$ cat config.mk
export PLATFORM = sky130hd
export DESIGN_NAME = cmsd_classify
export DESIGN_NICKNAME = d
export VERILOG_FILES = /design/src/hdl/cmsd_pkg.sv /design/src/hdl/cmsd_classify.sv
export SDC_FILE = /design/constraint.sdc
export NUM_CORES = 2
export LEC_CHECK = 0
export ABC_AREA = 0
export ABC_CLOCK_PERIOD_IN_PS = 8950
export BUFFER_PORTS_ARGS = -buffer_cell sky130_fd_sc_hd__clkbuf_2
export CORE_MARGIN = 2
export CORE_UTILIZATION = 30
export CTS_CLUSTER_DIAMETER = 200
export DETAILED_ROUTE_END_ITERATION = 8
export SETUP_SLACK_MARGIN = 0.2
export SLEW_MARGIN = 40
export SYNTH_ARGS = -nofsm -noshare
export SYNTH_HDL_FRONTEND = slang
export SYNTH_SLANG_ARGS = --single-unit
$ cat constraint.sdc
create_clock -name i_clk -period 8.95 [get_ports i_clk]
set_input_delay 2.2375 -clock i_clk [delete_from_list [all_inputs] [get_ports i_clk]]
set_output_delay 2.2375 -clock i_clk [all_outputs]
set_load 0.01 [all_outputs]
$ cat src/hdl/cmsd_pkg.sv
// ----------------------------------------------------------------------------
// cmsd_pkg : shared constants and tables of the color marker spiral decoder
// Grid sizes, symbol codes, center cell addresses and the spiral walk table.
// ----------------------------------------------------------------------------
package cmsd_pkg;

    localparam int CHROMA_WIDTH_DEF = 16;
    localparam int GRID_SIDE        = 6;
    localparam int GRID_LAST        = 5;
    localparam int GRID_CELLS       = 36;
    localparam int ADDR_W           = $clog2(GRID_CELLS);
    localparam int REF_SYMS         = 4;
    localparam int DATA_SYMS        = 32;
    localparam int MARKER_W         = 2 * DATA_SYMS;

    typedef logic [1:0]        t_sym;
    typedef logic [1:0]        t_rot;
    typedef logic [ADDR_W-1:0] t_addr;

    localparam t_sym SYM_RED    = 2'd0;
    localparam t_sym SYM_GREEN  = 2'd1;
    localparam t_sym SYM_YELLOW = 2'd2;
    localparam t_sym SYM_BLUE   = 2'd3;

    localparam t_rot ROT_0   = 2'd0;
    localparam t_rot ROT_90  = 2'd1;
    localparam t_rot ROT_180 = 2'd2;
    localparam t_rot ROT_270 = 2'd3;

    // center cells, slot order: 14, 15, 20, 21
    localparam t_addr CELL_14 = 6'd14;
    localparam t_addr CELL_15 = 6'd15;
    localparam t_addr CELL_20 = 6'd20;
    localparam t_addr CELL_21 = 6'd21;

    function automatic t_addr ctr_addr(input logic [1:0] slot);
        t_addr a;
        case (slot)
            2'd0:    a = CELL_14;
            2'd1:    a = CELL_15;
            2'd2:    a = CELL_20;
            default: a = CELL_21;
        endcase
        return a;
    endfunction

    // center slot holding the reference of a color (red, green, yellow, blue)
    function automatic logic [1:0] ref_slot(input t_rot rot, input t_sym color);
        logic [7:0] map;
        case (rot)
            ROT_0:   map = {2'd0, 2'd1, 2'd3, 2'd2};
            ROT_90:  map = {2'd1, 2'd3, 2'd2, 2'd0};
            ROT_180: map = {2'd3, 2'd2, 2'd0, 2'd1};
            default: map = {2'd2, 2'd0, 2'd1, 2'd3};
        endcase
        return map[2*color +: 2];
    endfunction

    // unrotated spiral: {row, col} of step k
    function automatic logic [5:0] spiral_rc(input logic [5:0] k);
        logic [5:0] rc;
        case (k)
            6'd0:  rc = {3'd2, 3'd2};
            6'd1:  rc = {3'd2, 3'd3};
            6'd2:  rc = {3'd3, 3'd3};
            6'd3:  rc = {3'd3, 3'd2};
            6'd4:  rc = {3'd3, 3'd1};
            6'd5:  rc = {3'd2, 3'd1};
            6'd6:  rc = {3'd1, 3'd1};
            6'd7:  rc = {3'd1, 3'd2};
            6'd8:  rc = {3'd1, 3'd3};
            6'd9:  rc = {3'd1, 3'd4};
            6'd10: rc = {3'd2, 3'd4};
            6'd11: rc = {3'd3, 3'd4};
            6'd12: rc = {3'd4, 3'd4};
            6'd13: rc = {3'd4, 3'd3};
            6'd14: rc = {3'd4, 3'd2};
            6'd15: rc = {3'd4, 3'd1};
            6'd16: rc = {3'd4, 3'd0};
            6'd17: rc = {3'd3, 3'd0};
            6'd18: rc = {3'd2, 3'd0};
            6'd19: rc = {3'd1, 3'd0};
            6'd20: rc = {3'd0, 3'd0};
            6'd21: rc = {3'd0, 3'd1};
            6'd22: rc = {3'd0, 3'd2};
            6'd23: rc = {3'd0, 3'd3};
            6'd24: rc = {3'd0, 3'd4};
            6'd25: rc = {3'd0, 3'd5};
            6'd26: rc = {3'd1, 3'd5};
            6'd27: rc = {3'd2, 3'd5};
            6'd28: rc = {3'd3, 3'd5};
            6'd29: rc = {3'd4, 3'd5};
            6'd30: rc = {3'd5, 3'd5};
            6'd31: rc = {3'd5, 3'd4};
            6'd32: rc = {3'd5, 3'd3};
            6'd33: rc = {3'd5, 3'd2};
            6'd34: rc = {3'd5, 3'd1};
            default: rc = {3'd5, 3'd0};
        endcase
        return rc;
    endfunction

    // cell address of step k of the spiral under rotation rot
    function automatic t_addr spiral_addr(input t_rot rot, input logic [5:0] k);
        logic [5:0] rc;
        logic [2:0] r0;
        logic [2:0] c0;
        logic [2:0] r;
        logic [2:0] c;
        rc = spiral_rc(k);
        r0 = rc[5:3];
        c0 = rc[2:0];
        case (rot)
            ROT_0: begin
                r = r0;
                c = c0;
            end
            ROT_90: begin
                r = c0;
                c = 3'(GRID_LAST) - r0;
            end
            ROT_180: begin
                r = 3'(GRID_LAST) - r0;
                c = 3'(GRID_LAST) - c0;
            end
            default: begin
                r = 3'(GRID_LAST) - c0;
                c = r0;
            end
        endcase
        return ADDR_W'({3'd0, r} * 6'(GRID_SIDE)) + ADDR_W'({3'd0, c});
    endfunction

endpackage

$ cat src/hdl/cmsd_classify.sv
// ----------------------------------------------------------------------------
// cmsd_classify : nearest reference classifier
// Four stage pipeline: abs differences, squares, distance sums, decision.
// ----------------------------------------------------------------------------
module cmsd_classify #(
    parameter int CW = 16
) (
    input  logic                 i_clk,
    input  logic                 i_rst_n,
    input  logic                 i_valid,
    input  logic signed [CW-1:0] i_a,
    input  logic signed [CW-1:0] i_b,
    input  logic signed [CW-1:0] i_ref_a [4],
    input  logic signed [CW-1:0] i_ref_b [4],
    output logic                 o_valid,
    output cmsd_pkg::t_sym       o_sym
);
    import cmsd_pkg::*;

    localparam int DW = 2 * CW + 1;

    logic [CW-1:0]   r_abs  [8];
    logic [2*CW-1:0] r_sq   [8];
    logic [DW-1:0]   r_dist [4];
    logic [2:0]      r_vld;
    logic [2:0]      n_vld;
    logic [CW-1:0]   n_abs  [8];
    t_sym            n_sym;

    always_comb begin
        logic signed [CW:0] da;
        logic signed [CW:0] db;
        logic [CW:0]        ua;
        logic [CW:0]        ub;
        for (int k = 0; k < 4; k++) begin
            da = (CW+1)'(i_a) - (CW+1)'(i_ref_a[k]);
            db = (CW+1)'(i_b) - (CW+1)'(i_ref_b[k]);
            ua = da[CW] ? (CW+1)'(-da) : da;
            ub = db[CW] ? (CW+1)'(-db) : db;
            n_abs[2*k]   = ua[CW-1:0];
            n_abs[2*k+1] = ub[CW-1:0];
        end
    end

    // distances in color order: red, green, yellow, blue
    always_comb begin
        logic [DW-1:0] rd;
        logic [DW-1:0] gd;
        logic [DW-1:0] yd;
        logic [DW-1:0] bd;
        rd = r_dist[0];
        gd = r_dist[1];
        yd = r_dist[2];
        bd = r_dist[3];
        if (gd <= rd && gd <= yd && gd <= bd) begin
            n_sym = SYM_GREEN;
        end else if (bd <= rd && bd <= yd && bd <= gd) begin
            n_sym = SYM_BLUE;
        end else if (rd <= bd && rd <= yd && rd <= gd) begin
            n_sym = SYM_RED;
        end else begin
            n_sym = SYM_YELLOW;
        end
    end

    assign n_vld = {r_vld[1:0], i_valid};

    always_ff @(posedge i_clk) begin
        if (!i_rst_n) begin
            r_vld   <= '0;
            o_valid <= 1'b0;
        end else begin
            r_vld   <= n_vld;
            o_valid <= r_vld[2];
        end
    end

    always_ff @(posedge i_clk) begin
        for (int j = 0; j < 8; j++) begin
            r_abs[j] <= n_abs[j];
            r_sq[j]  <= (2*CW)'(r_abs[j]) * (2*CW)'(r_abs[j]);
        end
        for (int k = 0; k < 4; k++) begin
            r_dist[k] <= DW'(r_sq[2*k]) + DW'(r_sq[2*k+1]);
        end
        o_sym <= n_sym;
    end

endmodule

* Word-level counts from Yosys, hierarchy flattened
Memory sizes are Yosys's and may differ from the RTL's. Cells that the tools add are included.
Word-level totals: output and inout bits 3, flip-flop bits (word level) 6, RAM bits 516, memories 3
Cells by class: add/subtract/negate cells 20, $mul 8, magnitude comparators 9, muxes and demuxes 10, reduce and logical (&&, ||, !) cells 7
Memories:
- r_sq | words 8, width 32, read ports 8, clocked after memory_dff 0, wr ports 8, RTL line cmsd_classify.sv:23 | logic [2*CW-1:0] r_sq [8];
- r_dist | words 4, width 33, read ports 4, clocked after memory_dff 0, wr ports 4, RTL line cmsd_classify.sv:24 | logic [DW-1:0] r_dist [4];
- r_abs | words 8, width 16, read ports 8, clocked after memory_dff 0, wr ports 8, RTL line cmsd_classify.sv:22 | logic [CW-1:0] r_abs [8];
Operator list (number):
- 33-bit less-or-equal comparator | 9
- 16-bit by 16-bit multiplier with 32-bit output | 8
- 16-bit by 16-bit subtractor with 17-bit output | 8
- 32-bit by 32-bit adder with 33-bit output | 4
- 16-bit 2-to-1 mux | 8
- 16-bit negator | 8
- 1-bit logical AND | 6
- 2-bit 2-to-1 mux | 2
- 2-bit OR reduction | 1

* Longest topological paths before layout
depth in word-level cells 5, mapped depth 27

* Least setup slack after synthesis
OpenSTA, ideal clock, no wires.
path type reg-to-reg, start memory r_abs[2][1], in the netlist r_abs[0][33], end memory r_sq[0][93] in the netlist's numbering, stages on the path, launching flop included 24, clock period less this slack 6614 ps, path buffers 2, path slack 2336 ps, arrival 6491 ps, cell sequence dfxtp_1 > clkbuf_1 > clkbuf_1 > nand2_1 > fa_1 > fa_1 > inv_1 > fa_1 > fa_1 > fa_1 > inv_1 > fa_1 > inv_1 > ha_1 > a211o_1 > or3_1 > a211oi_1 > o31ai_1 > and4_1 > a2111oi_1 > o21bai_1 > a21oi_1 > a21oi_1 > xor2_1
RTL lines (RTL line):
- start: declaration | cmsd_classify.sv:22
- end: declaration | cmsd_classify.sv:23

==> key figures <==
Clock network
  – Cts repair resizes: 0
  – Post CTS Setup Buffer Count: 0
  – Worst-path clk slew: 0.07 ns
  – Root Buffer: clkbuf_16
  – # clock sinks: 514
  – Num CTS Buffers: 61
  – H-Tree Level Count: 2
  – CTS tree: built
  – Max clock buf depth: 3
  – Worst skew pair latency: 0.72 ns
  – CTS Hold Bufs: 0

GRT
  – Initial antenna violation count: 7
  – Overflow after GRT: 0
  – Largest net degree at the start of global routing: 21
  – M2 GR Usage: 27.2%
  – Most Crowded Layer GR: met2
  – GR Util met3: 1.15%
  – Met1 Use GR: 19.1%
  – Total track usage: 14.9%
  – Vias in the first global route: 65.0k
  – First-pass GRT wire length: 346000 µm

Setup path
  – CP max FO: 17
  – R2R Setup Slk: 1.57 ns
  – Worst reg2reg startpoint: r_abs[0][37]
  – CP Launch Type: register
  – WP data required: 9.54 ns
  – Arr. time, crit path: 7.97 ns
  – Critical Path End Type: register
  – CP Class: register to register
  – FF-to-FF path depth: 24
  – Worst r2r dst: r_sq[0][93]

Die
  – Starting density of the core: 30.1%
  – # rows: 196
  – Core area: 285000 µm²
  – Width of the die: 539 µm
  – Die height: 539 µm
  – Die ar.: 290000 µm²
  – Top Ports: 166

Flow run
  – Max Cap Viol: 0

Logic synthesis
  – Main combinational cell family by area after synthesis: adder cells
  – Synth Area in Compound Gates: 9.91%
  – Sequential share of the synthesized area: 12.0%
  – Asr flop ratio synth: 0%
  – Post-synth top cells: inv_1 (2314), fa_1 (1304), ha_1 (1262)
  – Mapped Nets: 12.4k
  – Ys flop type: dfxtp_1
  – Top cells by area, synth: fa_1 (30%), ha_1 (18%), dfxtp_1 (12%)
  – Top-count cell post-synth: inv_1
  – EDFF count, synth: 0
  – Synth warnings: 0
  – Post-synth top area share: 30.4%
  – Syn avg cell area: 8.91 µm²
  – Leading area contributor after synthesis: fa_1
  – Simple logic cell fraction of the synthesized area: 12.4%
  – Yosys cell types: 88
  – Post-Synth Adder-Cell Area: 48.8%
  – Mux cell area share after synthesis: 0.351%
  – Syn Inst Count: 9636
  – Mapped Area: 85800 µm²
  – Flops & latches, synth: 514
  – XOR/XNOR Fraction of Synth Area: 5.58%

Route
  – Vias: 61.8k
  – DRT Pass-1 Iters: 5
  – Initial DRC count: 2901
  – Post-Route WL: 212000 µm
  – Routed Antenna Nets: 0
  – Drt wl/cell: 15.7 µm
  – # DRC: 0
  – Vias per Instance: 4.57

Placement
  – Dpl ws: 1.63 ns
  – IO Port Bufs: 165
  – Placer Congestion: 0.883
  – HPWL after detailed placement: 180000 µm

STA
  – Final worst path period need: 7.38 ns
  – Fmax: 135 MHz
  – Final setup margin: 1.57 ns
  – Worst-margin pin slew: 0.918 ns
  – Clock skew: 0.0701 ns
  – Slew headroom: 38.7%
  – Final setup fails: 0
  – Fin Setup TNS: 0 ns
  – RSZ-0062 raised after global routing: no
  – Slew Viols, Final: 0
  – Final period utilization: 82.5%
  – Final Hold Viols: 0

Min path
  – Hold Path Stages: 1
  – Hold-critical path endpoint: r_dist[1][0]
  – HP Start: r_sq[0][96]
  – Hold Crit Class: register to register

Finish
  – Synth-to-Final Area Change: 8.30%
  – Share of cells above drive strength 1: 4.10%
  – Nets@finish: 12.4k

Outcome
  – Status: finished clean
worst max path at each step:
stage | start | to | slack [ns] | depth (start not counted)
floorplan | r_abs[0][33] | r_sq[0][93] | 2.34 | 23
global placement | r_abs[0][37] | r_sq[0][93] | 1.75 | 24
detailed placement | r_abs[0][37] | r_sq[0][93] | 1.63 | 24
CTS | r_abs[0][37] | r_sq[0][93] | 1.59 | 24
global route | r_abs[0][37] | r_sq[0][93] | 1.23 | 24
finish | r_abs[0][37] | r_sq[0][93] | 1.57 | 24
metrics by stage:
step	hold WS [ns]	cell area, µm²	cells	util, %
global route	0.425	92900	13500	32.6
finish	0.425	93000	13500	32.6
CTS	0.432	92900	13500	32.6
global placement	0.411	90800	13400	31.9
detailed placement	0.416	90800	13400	31.9
floorplan	0.354	85800	9636	-
cells in the final DEF, fill, tap and decap left out, types with 11 or more instances in the layout:
cell       Yosys  routed
inv_1       2314    2314
fa_1        1304    1304
ha_1        1262    1262
nand2_1      739     739
dfxtp_1      514     497
nor2_1       470     470
xnor2_1      372     372
and2_1       348     348
a21oi_1      347     347
a21o_1       260     260
o21ai_0      182     182
xor2_1       175     175
clkbuf_2       0     165
nor3_1       120     120
nor2b_1      107     107
o21a_1        90      90
nand3_1       87      87
nand4_1       72      72
clkbuf_16      0      61
a211oi_1      58      58
nand2b_1      58      58
o21bai_1      52      52
and3_1        47      47
a31oi_1       43      42
or3_1         36      36
nor4_1        26      26
or2_2         26      26
o211ai_1      25      25
a31o_2        23      23
o31ai_1       19      19
a221oi_1      19      19
mux2_2        17      17
buf_4          0      17
dfxtp_2        0      17
and4_1        15      15
a41oi_1       12      12
o2111ai_1     12      12
nor3b_1       11      11
a21boi_0      12      11
kinds of logic after synthesis:
group	count (synthesis)
buf+inv	2504
mux	28
fa+ha+maj	2566
compound gates	1276
simple gates	2201
flops	514
xor+xnor	547
critical path, stage by stage (launching register included):
cell and delay, ns:
dfxtp_1 0.77, and2_1 0.27, inv_1 0.06, fa_1 0.50, inv_1 0.06, fa_1 0.49
inv_1 0.05, fa_1 0.52, inv_1 0.05, fa_1 0.45, fa_1 0.49, inv_1 0.05
fa_1 0.47, inv_1 0.04, ha_1 0.34, a211o_1 0.29, or3_1 0.34, a211oi_1 0.32
o31ai_1 0.21, and4_1 0.24, a2111oi_1 0.56, o21bai_1 0.17, a21oi_1 0.24, a21oi_1 0.11
xor2_1 0.14
flip-flops by register name (all words and copies together), names as in the netlist:
name	flops
o_sym	2
o_valid	1
r_abs	128
r_dist	132
r_sq	248
r_vld	3
routing by layer:
metal / vias to the layer above / share of wire, %
li1: 30500 / -
met1: 30300 / 44
met2: 842 / 51
met3: 192 / 3.0
met4: 0 / 1.9
met5: - / 0
layout make-up:
type	instances	area [µm²]
clock buffers	70	1610
inverters	2314	8690
diodes	4	10.0
multi-input cells	6618	66200
flip-flops and latches	514	10300
fillers	29900	192000
repair buffers	182	953
clock inverters	43	518
well taps	3762	4710
Power is not shown: default switching activity piles up to over one toggle a cycle in this logic, so the estimate is an artifact.
