[src/hdl/cmsd_pkg.sv]
// ----------------------------------------------------------------------------
// cmsd_pkg : shared constants and tables of the color marker spiral decoder
// Grid sizes, symbol codes, center cell addresses and the spiral walk table.
// ----------------------------------------------------------------------------
package cmsd_pkg;

    localparam int CHROMA_WIDTH_DEF = 16;
    localparam int GRID_SIDE        = 6;
    localparam int GRID_LAST        = 5;
    localparam int GRID_CELLS       = 36;
    localparam int ADDR_W           = $clog2(GRID_CELLS);
    localparam int REF_SYMS         = 4;
    localparam int DATA_SYMS        = 32;
    localparam int MARKER_W         = 2 * DATA_SYMS;

    typedef logic [1:0]        t_sym;
    typedef logic [1:0]        t_rot;
    typedef logic [ADDR_W-1:0] t_addr;

    localparam t_sym SYM_RED    = 2'd0;
    localparam t_sym SYM_GREEN  = 2'd1;
    localparam t_sym SYM_YELLOW = 2'd2;
    localparam t_sym SYM_BLUE   = 2'd3;

    localparam t_rot ROT_0   = 2'd0;
    localparam t_rot ROT_90  = 2'd1;
    localparam t_rot ROT_180 = 2'd2;
    localparam t_rot ROT_270 = 2'd3;

    // center cells, slot order: 14, 15, 20, 21
    localparam t_addr CELL_14 = 6'd14;
    localparam t_addr CELL_15 = 6'd15;
    localparam t_addr CELL_20 = 6'd20;
    localparam t_addr CELL_21 = 6'd21;

    function automatic t_addr ctr_addr(input logic [1:0] slot);
        t_addr a;
        case (slot)
            2'd0:    a = CELL_14;
            2'd1:    a = CELL_15;
            2'd2:    a = CELL_20;
            default: a = CELL_21;
        endcase
        return a;
    endfunction

    // center slot holding the reference of a color (red, green, yellow, blue)
    function automatic logic [1:0] ref_slot(input t_rot rot, input t_sym color);
        logic [7:0] map;
        case (rot)
            ROT_0:   map = {2'd0, 2'd1, 2'd3, 2'd2};
            ROT_90:  map = {2'd1, 2'd3, 2'd2, 2'd0};
            ROT_180: map = {2'd3, 2'd2, 2'd0, 2'd1};
            default: map = {2'd2, 2'd0, 2'd1, 2'd3};
        endcase
        return map[2*color +: 2];
    endfunction

    // unrotated spiral: {row, col} of step k
    function automatic logic [5:0] spiral_rc(input logic [5:0] k);
        logic [5:0] rc;
        case (k)
            6'd0:  rc = {3'd2, 3'd2};
            6'd1:  rc = {3'd2, 3'd3};
            6'd2:  rc = {3'd3, 3'd3};
            6'd3:  rc = {3'd3, 3'd2};
            6'd4:  rc = {3'd3, 3'd1};
            6'd5:  rc = {3'd2, 3'd1};
            6'd6:  rc = {3'd1, 3'd1};
            6'd7:  rc = {3'd1, 3'd2};
            6'd8:  rc = {3'd1, 3'd3};
            6'd9:  rc = {3'd1, 3'd4};
            6'd10: rc = {3'd2, 3'd4};
            6'd11: rc = {3'd3, 3'd4};
            6'd12: rc = {3'd4, 3'd4};
            6'd13: rc = {3'd4, 3'd3};
            6'd14: rc = {3'd4, 3'd2};
            6'd15: rc = {3'd4, 3'd1};
            6'd16: rc = {3'd4, 3'd0};
            6'd17: rc = {3'd3, 3'd0};
            6'd18: rc = {3'd2, 3'd0};
            6'd19: rc = {3'd1, 3'd0};
            6'd20: rc = {3'd0, 3'd0};
            6'd21: rc = {3'd0, 3'd1};
            6'd22: rc = {3'd0, 3'd2};
            6'd23: rc = {3'd0, 3'd3};
            6'd24: rc = {3'd0, 3'd4};
            6'd25: rc = {3'd0, 3'd5};
            6'd26: rc = {3'd1, 3'd5};
            6'd27: rc = {3'd2, 3'd5};
            6'd28: rc = {3'd3, 3'd5};
            6'd29: rc = {3'd4, 3'd5};
            6'd30: rc = {3'd5, 3'd5};
            6'd31: rc = {3'd5, 3'd4};
            6'd32: rc = {3'd5, 3'd3};
            6'd33: rc = {3'd5, 3'd2};
            6'd34: rc = {3'd5, 3'd1};
            default: rc = {3'd5, 3'd0};
        endcase
        return rc;
    endfunction

    // cell address of step k of the spiral under rotation rot
    function automatic t_addr spiral_addr(input t_rot rot, input logic [5:0] k);
        logic [5:0] rc;
        logic [2:0] r0;
        logic [2:0] c0;
        logic [2:0] r;
        logic [2:0] c;
        rc = spiral_rc(k);
        r0 = rc[5:3];
        c0 = rc[2:0];
        case (rot)
            ROT_0: begin
                r = r0;
                c = c0;
            end
            ROT_90: begin
                r = c0;
                c = 3'(GRID_LAST) - r0;
            end
            ROT_180: begin
                r = 3'(GRID_LAST) - r0;
                c = 3'(GRID_LAST) - c0;
            end
            default: begin
                r = 3'(GRID_LAST) - c0;
                c = r0;
            end
        endcase
        return ADDR_W'({3'd0, r} * 6'(GRID_SIDE)) + ADDR_W'({3'd0, c});
    endfunction

endpackage

[src/hdl/cmsd_store.sv]
// ----------------------------------------------------------------------------
// cmsd_store : cell chroma memory
// 36 entries of {a, b}, one write port, one registered read port.
// ----------------------------------------------------------------------------
module cmsd_store #(
    parameter int CW = 16
) (
    input  logic                    i_clk,
    input  logic                    i_we,
    input  cmsd_pkg::t_addr         i_waddr,
    input  logic [2*CW-1:0]         i_wdata,
    input  cmsd_pkg::t_addr         i_raddr,
    output logic [2*CW-1:0]         o_rdata
);
    import cmsd_pkg::*;

    logic [2*CW-1:0] r_mem [GRID_CELLS];

    always_ff @(posedge i_clk) begin
        if (i_we) begin
            r_mem[i_waddr] <= i_wdata;
        end
    end

    always_ff @(posedge i_clk) begin
        o_rdata <= r_mem[i_raddr];
    end

endmodule

[config.mk]
export PLATFORM = sky130hd
export DESIGN_NAME = cmsd_store
export DESIGN_NICKNAME = d
export VERILOG_FILES = /design/src/hdl/cmsd_pkg.sv /design/src/hdl/cmsd_store.sv
export SDC_FILE = /design/constraint.sdc
export NUM_CORES = 1
export LEC_CHECK = 0
export BUFFER_PORTS_ARGS = -buffer_cell sky130_fd_sc_hd__buf_2
export CAP_MARGIN = 10
export CORE_ASPECT_RATIO = 1.2
export CORE_MARGIN = 2
export CORE_UTILIZATION = 35
export CTS_CLUSTER_DIAMETER = 60
export DETAILED_ROUTE_END_ITERATION = 6
export HOLD_SLACK_MARGIN = 0.03
export SLEW_MARGIN = 20
export SYNTH_ARGS = -nofsm -noshare
export SYNTH_HDL_FRONTEND = slang
export SYNTH_SLANG_ARGS = --single-unit
[constraint.sdc]
create_clock -name i_clk -period 7.4 [get_ports i_clk]
set_input_delay 0.74 -clock i_clk [delete_from_list [all_inputs] [get_ports i_clk]]
set_output_delay 0.74 -clock i_clk [all_outputs]
set_load 0.01 [all_outputs]
# Yosys cells after proc, flatten, opt, wreduce, memory -nomap -nowiden
# Memories as Yosys holds them, arrays and structs flattened. A register that Yosys moved wholly into a read port is not among the register bits.
# Cells that the tools add are included.
[totals] register_bits=0 ram_bits=1152 in_bits=46 out_inout_bits=32 word_cells=3 n_memories=1
[memory_table] name="r_mem" words=36 word_bits=32 read_ports=1 rd_ports_with_merged_regs=1 wr=1 line="cmsd_store.sv:17" text="logic [2*CW-1:0] r_mem [GRID_CELLS];"
[classes] mux=2
[op_table] operator="$mux W1" count=2

# Logic depth before layout (Yosys ltp)
# Gate-level depths: netlist of the first run.
[logic_depth] word_depth=2 mapped_depth=8 ltp_nobuf=5

# Least setup slack after synthesis of the first run
# Ideal clock, no wire load.
[synth_path] path_type="input-to-reg" startpoint="input port i_waddr[2]" endpoint="memory r_mem[25][0] in the netlist's numbering, enable pin" setup_ns=0.421 t_arrival_ns=2.646 t_required_ns=6.979 slack_ns=4.333 cell_stages=2 n_path_buf=0 path_cell_list="or3b_2 > nor2_1"
[synth_rtl] element="from (decl)" line="cmsd_store.sv:10" text="input cmsd_pkg::t_addr i_waddr,"
[synth_rtl] element="to (decl)" line="cmsd_store.sv:17"
# Straight into the memory's write port.

==> impl_metrics.env, run 1 <==
export IMPL_grt_pass1_vias=23200
export IMPL_path_common_cell="buf_4"
export IMPL_core_um2=130000
export IMPL_use_met1_pct=24.4
export IMPL_dp_cells=4024
export IMPL_cts_root_buf="clkbuf_16"
export IMPL_powerDensity_nw_per_um2=271
export IMPL_cp_required_ns=7.94
export IMPL_grt_total_usage_pct=17.9
export IMPL_fin_nets=2496
export IMPL_ff2ff_setup_slack_ns=5.63
export IMPL_crit_path_max_fanout=46
export IMPL_wirelength_mm=122
export IMPL_grt_max_degree=129
export IMPL_synth_cell_types=28
export IMPL_hold_viol=0
export IMPL_min_path_type="in2reg"
export IMPL_worst_pin_slew_ns=1.07
export IMPL_hpwl_mm=58.6
export IMPL_critical_path_class="in2reg"
export IMPL_grt_use_met3_pct=2.48
export IMPL_htree_levels=3
export IMPL_drcViolationCount=0
export IMPL_cts_inserted_buffers=114
export IMPL_met2_usage_pct=29.6
export IMPL_relSlewSlack_pct=28.3
export IMPL_layout_drive_gt1_share_pct=18.2
export IMPL_clock_sinks=1184
export IMPL_cts_tree="built"
export IMPL_clockBufferDepth=3
export IMPL_io_buffers=77
export IMPL_p_leak_nw=17.5
export IMPL_rows=145
export IMPL_cts_resized=0
export IMPL_final_cell_mix="1152 x edfxtp_1, 512 x mux2i_1, 128 x a22oi_1"
export IMPL_rsz0062_at_grt="false"
export IMPL_gp_congestion=0.751
export IMPL_path_delay_family="buffers and inverters"
export IMPL_final_common_cell="edfxtp_1"
export IMPL_final_cells=4242
export IMPL_crit_chain="buf_2 > buf_4 > nor2_4 > buf_4 > buf_4 > a22o_1 > a221oi_2 > o22ai_1 > o41ai_2"
export IMPL_period_share_pct=43.1
export IMPL_post_place_ws_ns=3.54
export IMPL_drtIter0Drc=2723
export IMPL_clk_latency_ns=0.70
export IMPL_viasPerCell=5.51
export IMPL_status="finished, final reports clean"
export IMPL_postCtsSetupBuffers=0
export IMPL_tns_ns=0
export IMPL_slew_violations=0
export IMPL_synth_fp_nets=2391
export IMPL_maxCapViolCount=0
export IMPL_worst_setup_path_end_kind="flop"
export IMPL_path_buf_inv=4
export IMPL_die_y_um=400
export IMPL_ctsHoldBuffers=0
export IMPL_start_util_pct=35.2
export IMPL_setup_ws_ns=4.21
export IMPL_wl_per_cell_um=28.7
export IMPL_clock_skew_ns=0.0272
export IMPL_firstDrtPassIters=5
export IMPL_die_area_um2=134000
export IMPL_busiest_layer="met2"
export IMPL_fmax_ghz=0.313
export IMPL_ir_drop_uv=206
export IMPL_yosys_warnings=0
export IMPL_vias=23400
export IMPL_synth_area_um2=45700
export IMPL_antenna_found_initial=18
export IMPL_ant_nets=0
export IMPL_min_period_ns=3.19
export IMPL_synth_cells=2345
export IMPL_area_growth_pct=13.9
export IMPL_setup_viol=0
export IMPL_io_pins=78
export IMPL_grt_pass1_wl_mm=171
export IMPL_gr_total_overflow=0
export IMPL_yosys_register_bits=1184
export IMPL_ys_seq_area_share_pct=77.1
export IMPL_slowest_stage="buf_4"
export IMPL_syn_area_per_cell_um2=19.5
export IMPL_die_w_um=334
export IMPL_slowest_delay_ns=0.66
export IMPL_cts_reportedPaths_clkPinSlew_ns=0.06
export IMPL_cp_arrival_ns=3.74
export IMPL_start_kind="input port"
## report_power, final
part / leakage [nW] / internal (mW) / total (mW) / switching [mW]
logic: 4.99 / 0.232 / 0.680 / 0.448
registers: 10.6 / 7.42 / 7.45 / 0.0318
clock network: 1.90 / 3.50 / 5.96 / 2.46
total: 17.5 / 11.2 / 14.1 / 2.94
## layer usage
metal / wire length [um] / vias to the layer above
li1: - / 9877
met1: 50900 / 12300
met2: 58800 / 1012
met3: 8420 / 196
met4: 3440 / 4
met5: 30 / -
## sequential cells by signal, summed over array words and instances (netlist names)
signal and flops:
o_rdata 32, r_mem 1152
## worst register-to-register path: cells and delay by family (launching register included)
kind	cells	cell delay, ns
AOI/OAI and AO/OA	4	1.21
muxes	1	0.06
DFF	1	0.32
## path summary, 6_finish.rpt
path / cells after the start / end / from
worst max-delay path: 9 / o_rdata[7] / i_raddr[1]
worst min-delay path: 3 / o_rdata[6] / i_raddr[5]
worst max register to register: 5 / o_rdata[28] / r_mem[1][28]
worst min register to register: 3 / o_rdata[6] / r_mem[34][6]
## cell type report
type / instances / area, um2
fill: 11500 / 77800
sequential: 1184 / 35200
multi-input combinational: 1020 / 9990
clock buffer: 140 / 3030
tap: 1690 / 2110
timing repair buffer: 130 / 883
clock inverter: 76 / 831
antenna: 2 / 5.00
## cell usage after synthesis (all sizes together)
cell type | n | area share (%)
o22ai | 32 | 0.44
a22o | 64 | 1.2
or2 | 1 | 0.014
nand2 | 35 | 0.29
a221oi | 64 | 1.9
a21oi | 64 | 0.70
a22oi | 128 | 2.1
nand2b | 2 | 0.027
dfxtp | 32 | 1.4
or3b | 2 | 0.038
edfxtp | 1152 | 76
nand3 | 3 | 0.033
nor2 | 39 | 0.32
o41ai | 32 | 1.1
and2 | 1 | 0.014
nor2b | 3 | 0.041
mux2i | 512 | 11
nand3b | 5 | 0.082
clkbuf | 62 | 0.54
mux4 | 32 | 1.6
buf | 79 | 1.2
or3 | 1 | 0.014
## through the flow
stage          area (um2)  power, mW  hold WS, ns  utilization [%]
6_report            52100       14.1        0.534             40.1
5_1_grt             52100       14.5        0.530             40.1
4_1_cts             52100       14.2        0.504             40.1
3_5_place_dp        48200       8.27        0.669             37.1
3_3_place_gp        48200       8.26        0.646             37.1
2_1_floorplan       45700       7.99        0.629                -
## cells by family (layout without fill, tap and decap cells)
kind of cell           count (synthesis)  in the layout  share of synthesized area (%)
multiplexers                         544            544                           12.8
AND/OR/NAND/NOR                       92             92                          0.870
flip-flops                          1184           1184                           77.1
buffers and inverters                141            346                           1.76
AO/OA/AOI/OAI                        384            384                           7.53
other                                  0              2                              0
No activity file was read; power rests on OpenSTA's default activity.
==> inputs of run 2 (changes only) <==
==> constraint.sdc (replaced) <==
create_clock -name i_clk -period 2.75 [get_ports i_clk]
set_input_delay 0.275 -clock i_clk [delete_from_list [all_inputs] [get_ports i_clk]]
set_output_delay 0.275 -clock i_clk [all_outputs]
set_load 0.01 [all_outputs]
==> run 2 against run 1 <==
Effect of this change:
- critical path depth fell by 4
- routed wire length rose by 0.98%
- clock-buffer cell count rose by 3
- non-clock buffer count rose by 112
- clock skew fell by 0.0040 ns
- combinational power rose to 2.9 times the previous value
- clock power rose to 2.6 times the previous value
- flip-flop and latch count did not move
- first-iteration DRC count fell by 21%
- power rose to 2.7 times the previous value
- critical endpoint is now o_rdata[0]
- largest cell class unchanged
- highest routed layer unchanged
==> impl_metrics.env, run 2 (synthesis gave the netlist of run 1 again) <==
export IMPL_critical_path_class="reg2reg"
export IMPL_wl_per_cell_um=28.3
export IMPL_period_share_pct=71.0
export IMPL_vias=23600
export IMPL_slowest_delay_ns=0.56
export IMPL_cts_root_buf="clkbuf_16"
export IMPL_core_um2=130000
export IMPL_min_path_type="in2reg"
export IMPL_grt_pass1_vias=24000
export IMPL_start_kind="flop"
export IMPL_layout_drive_gt1_share_pct=21.7
export IMPL_powerDensity_nw_per_um2=709
export IMPL_rsz0062_at_grt="false"
export IMPL_wirelength_mm=123
export IMPL_start_util_pct=35.2
export IMPL_antenna_cells=0
export IMPL_gp_congestion=0.793
export IMPL_firstDrtPassIters=5
export IMPL_antenna_found_initial=12
export IMPL_slowest_stage="o41ai_2"
export IMPL_setup_viol=0
export IMPL_ctsHoldBuffers=0
export IMPL_rows=145
export IMPL_clockBufferDepth=3
export IMPL_io_buffers=77
export IMPL_p_leak_nw=18.2
export IMPL_final_cells=4346
export IMPL_final_common_cell="edfxtp_1"
export IMPL_tns_ns=0
export IMPL_dpl_cell_area_um2=49500
export IMPL_ir_drop_uv=458
export IMPL_reg_top3="r_mem: 1152 flops, o_rdata: 32 flops"
export IMPL_dp_cells=4136
export IMPL_regMostFlops="r_mem"
export IMPL_htree_levels=3
export IMPL_crit_path_max_fanout=1
export IMPL_drtIter0Drc=2153
export IMPL_final_area_um2=53300
export IMPL_hold_ws_ns=0.0898
export IMPL_io_pins=78
export IMPL_cts_reportedPaths_clkPinSlew_ns=0.07
export IMPL_worst_pin_slew_ns=0.815
export IMPL_crit_chain="mux2i_1 > a22o_1 > a221oi_1 > o22ai_1 > o41ai_2"
export IMPL_p_total_mw=37.8
export IMPL_cts_resized=0
export IMPL_slew_violations=0
export IMPL_final_cell_mix="1152 x edfxtp_1, 512 x mux2i_1, 128 x a22oi_1"
export IMPL_cp_required_ns=3.29
export IMPL_die_w_um=334
export IMPL_viasPerCell=5.42
export IMPL_grt_max_degree=52
export IMPL_area_growth_pct=16.5
export IMPL_cts_tree="built"
export IMPL_gr_total_overflow=0
export IMPL_clock_skew_ns=0.0232
export IMPL_ant_nets=0
export IMPL_grt_pass1_wl_mm=174
export IMPL_grt_total_usage_pct=18.1
export IMPL_relSlewSlack_pct=45.6
export IMPL_hold_viol=0
export IMPL_hpwl_mm=70.5
export IMPL_clk_latency_ns=0.72
export IMPL_die_y_um=400
export IMPL_die_area_um2=134000
export IMPL_status="finished, final reports clean"
export IMPL_drcViolationCount=0
export IMPL_cp_arrival_ns=2.50
export IMPL_largest_reg_flops=1152
export IMPL_cts_inserted_buffers=110
export IMPL_maxCapViolCount=0
export IMPL_min_period_ns=1.95
export IMPL_postCtsSetupBuffers=0
export IMPL_worst_setup_path_end_kind="flop"
export IMPL_fmax_ghz=0.512
export IMPL_fin_nets=2604
export IMPL_clock_sinks=1184
run 2: cell count changes in the layout (fill, tap and decap cells not counted), moves of 2 or more:
cell	change
buf_12	+37
clkbuf_1	-2
inv_6	-2
inv_8	+2
bufinv_16	-4
clkbuf_8	+6
clkinvlp_4	+2
clkinv_1	-4
diode_2	-2
buf_4	+75
run 2: worst max-delay path: cells and delay by family (launching register included):
family,cells,cell delay (ns)
mux,1,0.11
compound gates,4,1.31
flops,1,0.37
run 2: where the power goes:
group / internal [mW] / switching [mW]
registers: 20.0 / 0.0826
clock network: 9.13 / 6.60
logic: 0.734 / 1.26
run 2: path summary, 6_finish.rpt:
kind / cells past startpoint / from / endpoint / slack (ns)
max reg2reg: 5 / r_mem[29][0] / o_rdata[0] / 0.80
min reg2reg: 3 / r_mem[34][17] / o_rdata[17] / 0.67
min: 1 / i_wdata[13] / r_mem[33][13] / 0.09
max: 5 / r_mem[29][0] / o_rdata[0] / 0.80
run 2: final cells by class:
cell class	instances	area, um2
fillers	11300	76600
flip-flops and latches	1184	35200
multi-input cells	1020	9990
clock buffers	143	3080
repair buffers	242	2190
well taps	1690	2110
clock inverters	67	686
run 2: routing by layer:
metal  up-vias  share of wire [%]  track usage [%]
met5         -              0.052                0
met4        10                2.8             5.98
met3       201                5.2             2.38
met2       751                 51             32.1
met1     12500                 41             23.0
li1      10100                  -                -
run 2: per-stage QoR:
step           utilization, %  setup WS (ns)
4_1_cts                  41.0          0.802
2_1_floorplan               -          0.148
5_1_grt                  41.0          0.793
3_3_place_gp             38.1          0.144
6_report                 41.0          0.798
3_5_place_dp             38.1         0.0965
==> inputs of run 3 (changes only) <==
--- a/config.mk
+++ b/config.mk
@@ -5,6 +5,7 @@
 export SDC_FILE = /design/constraint.sdc
 export NUM_CORES = 1
 export LEC_CHECK = 0
+export ABC_AREA = 1
 export BUFFER_PORTS_ARGS = -buffer_cell sky130_fd_sc_hd__buf_2
 export CAP_MARGIN = 10
 export CORE_ASPECT_RATIO = 1.2
==> constraint.sdc (replaced) <==
create_clock -name i_clk -period 1.95 [get_ports i_clk]
set_input_delay 0.195 -clock i_clk [delete_from_list [all_inputs] [get_ports i_clk]]
set_output_delay 0.195 -clock i_clk [all_outputs]
set_load 0.01 [all_outputs]
==> run 3 against run 2 <==
Effect of this change:
- setup slack worse by 0.61 ns
- combinational power up 69%
- sequential share of layout area down 2.5 points
- routed wire length up 13%
- synthesized area up 3.3%
- via count up 32%
- non-clock buffer count up 54
- clock power up 43%
- critical path type is now reg2out
- critical path depth down 4
- die area up 3.3%
==> impl_metrics.env, run 3 <==
export IMPL_die_w_um=339
export IMPL_crit_path_max_fanout=1
export IMPL_setup_viol=0
export IMPL_ir_drop_uv=805
export IMPL_post_synth_top_count_cell="nand2_1"
export IMPL_hold_ws_ns=0.0537
export IMPL_htree_levels=3
export IMPL_status="finished, final reports clean"
export IMPL_firstDrtPassIters=5
export IMPL_synthArstFlopShare_pct=0
export IMPL_dominantRegCellSynth="edfxtp_1"
export IMPL_path_buf_inv=1
export IMPL_synth_cell_types=18
export IMPL_die_y_um=406
export IMPL_fin_util_pct=41.4
export IMPL_io_buffers=77
export IMPL_syn_area_per_cell_um2=12.2
export IMPL_synth_common_cells="1346 x nand2_1, 1152 x edfxtp_1, 875 x nand3_1"
export IMPL_hold_path_depth=1
export IMPL_hpwl_mm=77.3
export IMPL_wl_per_cell_um=23.5
export IMPL_synth_area_um2=47200
export IMPL_p_leak_nw=19.6
export IMPL_viasPerCell=5.25
export IMPL_slowest_delay_ns=0.62
export IMPL_relSlewSlack_pct=50.2
export IMPL_min_period_ns=1.76
export IMPL_area_growth_pct=17.3
export IMPL_clk_latency_ns=0.73
export IMPL_worst_setup_path_end_kind="output port"
export IMPL_hold_path_startpoint="i_wdata[31]"
export IMPL_wirelength_mm=139
export IMPL_largest_reg_flops=1152
export IMPL_cts_inserted_buffers=109
export IMPL_crit_chain="buf_2"
export IMPL_cp_arrival_ns=1.57
export IMPL_min_path_type="in2reg"
export IMPL_rr_worst_depth=8
export IMPL_grt_total_usage_pct=19.9
export IMPL_rsz0062_at_grt="false"
export IMPL_cp_required_ns=1.75
export IMPL_tns_ns=0
export IMPL_gp_congestion=0.820
export IMPL_clockBufferDepth=3
export IMPL_start_util_pct=35.3
export IMPL_hold_viol=0
export IMPL_grt_pass1_wl_mm=202
export IMPL_yosys_register_bits=1184
export IMPL_rows=147
export IMPL_drcViolationCount=0
export IMPL_start_kind="flop"
export IMPL_synth_fp_nets=3906
export IMPL_dpl_cell_area_um2=51300
export IMPL_worst_pin_slew_ns=0.748
export IMPL_ff2ff_setup_slack_ns=0.59
export IMPL_critical_path_class="reg2out"
export IMPL_path_delay_family="flip-flops"
export IMPL_drtIter0Drc=3479
export IMPL_io_pins=78
export IMPL_vias=31000
export IMPL_gr_total_overflow=0
export IMPL_cts_tree="built"
export IMPL_cts_root_buf="clkbuf_16"
export IMPL_antenna_found_initial=8
export IMPL_fin_nets=4068
export IMPL_synth_enable_flop_cells=1152
export IMPL_period_share_pct=90.3
export IMPL_slowest_stage="dfxtp_1"
export IMPL_r2r_end="o_rdata[28]"
export IMPL_fmax_ghz=0.568
export IMPL_grt_pass1_vias=29700
export IMPL_ant_nets=0
export IMPL_yosys_area_top_type_share_pct=73.2
export IMPL_final_common_cell="nand2_1"
export IMPL_clock_sinks=1184
export IMPL_synthTopCellsByArea="edfxtp_1 73%, nand2_1 11%, nand3_1 9.3%"
export IMPL_cts_reportedPaths_clkPinSlew_ns=0.07
export IMPL_hold_end="r_mem[5][31]"
export IMPL_reg2reg_from="r_mem[22][28]"
export IMPL_final_area_um2=55400
export IMPL_die_area_um2=138000
export IMPL_synth_top_area_cell="edfxtp_1"
export IMPL_reg_top3="r_mem: 1152 flops, o_rdata: 32 flops"
export IMPL_synth_cells=3860
export IMPL_final_cell_mix="1346 x nand2_1, 1152 x edfxtp_1, 875 x nand3_1"
export IMPL_clock_skew_ns=0.0202
export IMPL_layout_drive_gt1_share_pct=11.7
export IMPL_startpoint="o_rdata[31]"
export IMPL_slew_violations=0
export IMPL_yosys_warnings=0
export IMPL_grt_max_degree=93
export IMPL_postCtsSetupBuffers=0
export IMPL_powerDensity_nw_per_um2=978
export IMPL_maxCapViolCount=0
export IMPL_core_um2=134000
export IMPL_regMostFlops="r_mem"
export IMPL_ys_seq_area_share_pct=74.6
-- run 3: per-layer routing --
| metal | part of all wire [%] | track usage (%) |
|---|---|---|
| met4 | 3.8 | 8.38 |
| met2 | 50 | 34.0 |
| met3 | 6.7 | 2.50 |
| met5 | 0.026 | 0 |
| met1 | 40 | 25.5 |
-- run 3: final cells by class --
class                   instances  area [um2]
repair buffers                296        3440
inverters                      11        86.3
flip-flops and latches       1184       35200
diodes                          4        10.0
well taps                    1788        2240
fillers                     12400       78500
clock inverters                66         822
multi-input cells            2420       10600
clock buffers                 141        2980
-- run 3: kinds of logic after synthesis --
logic type	share of synthesized area, %
simple gates	20.8
flops	74.6
buf+inv	3.51
compound gates	1.10
-- run 3: worst max path at each step --
stage	slack, ns	end	depth (start not counted)
3_5_place_dp	0.04	o_rdata[28]	11
3_3_place_gp	0.02	o_rdata[28]	11
5_1_grt	0.23	o_rdata[17]	1
2_1_floorplan	-0.40	r_mem[24][0]	4
4_1_cts	0.16	o_rdata[17]	1
6_report	0.19	o_rdata[31]	1
-- run 3: repair_timing --
item | in CTS | in global routing
gates resized for setup | 0 | 0
endpoints found under the hold margin | 929 | 0
hold buffers | 29 | 0
-- run 3: stage by stage --
step | setup WS [ns] | instances | total power, mW
6_report | 0.188 | 5910 | 54.2
5_1_grt | 0.230 | 5906 | 55.6
4_1_cts | 0.162 | 5906 | 54.5
3_5_place_dp | 0.0411 | 5670 | 32.1
3_3_place_gp | 0.0178 | 5670 | 32.1
2_1_floorplan | -0.403 | 3860 | 30.6
-- run 3: report_power, final --
part	leakage, nW	internal (mW)	switching (mW)	total, mW
Clock	1.84	13.0	9.56	22.5
Combinational	7.17	1.04	2.32	3.36
Sequential	10.6	28.1	0.147	28.3
Total	19.6	42.2	12.0	54.2
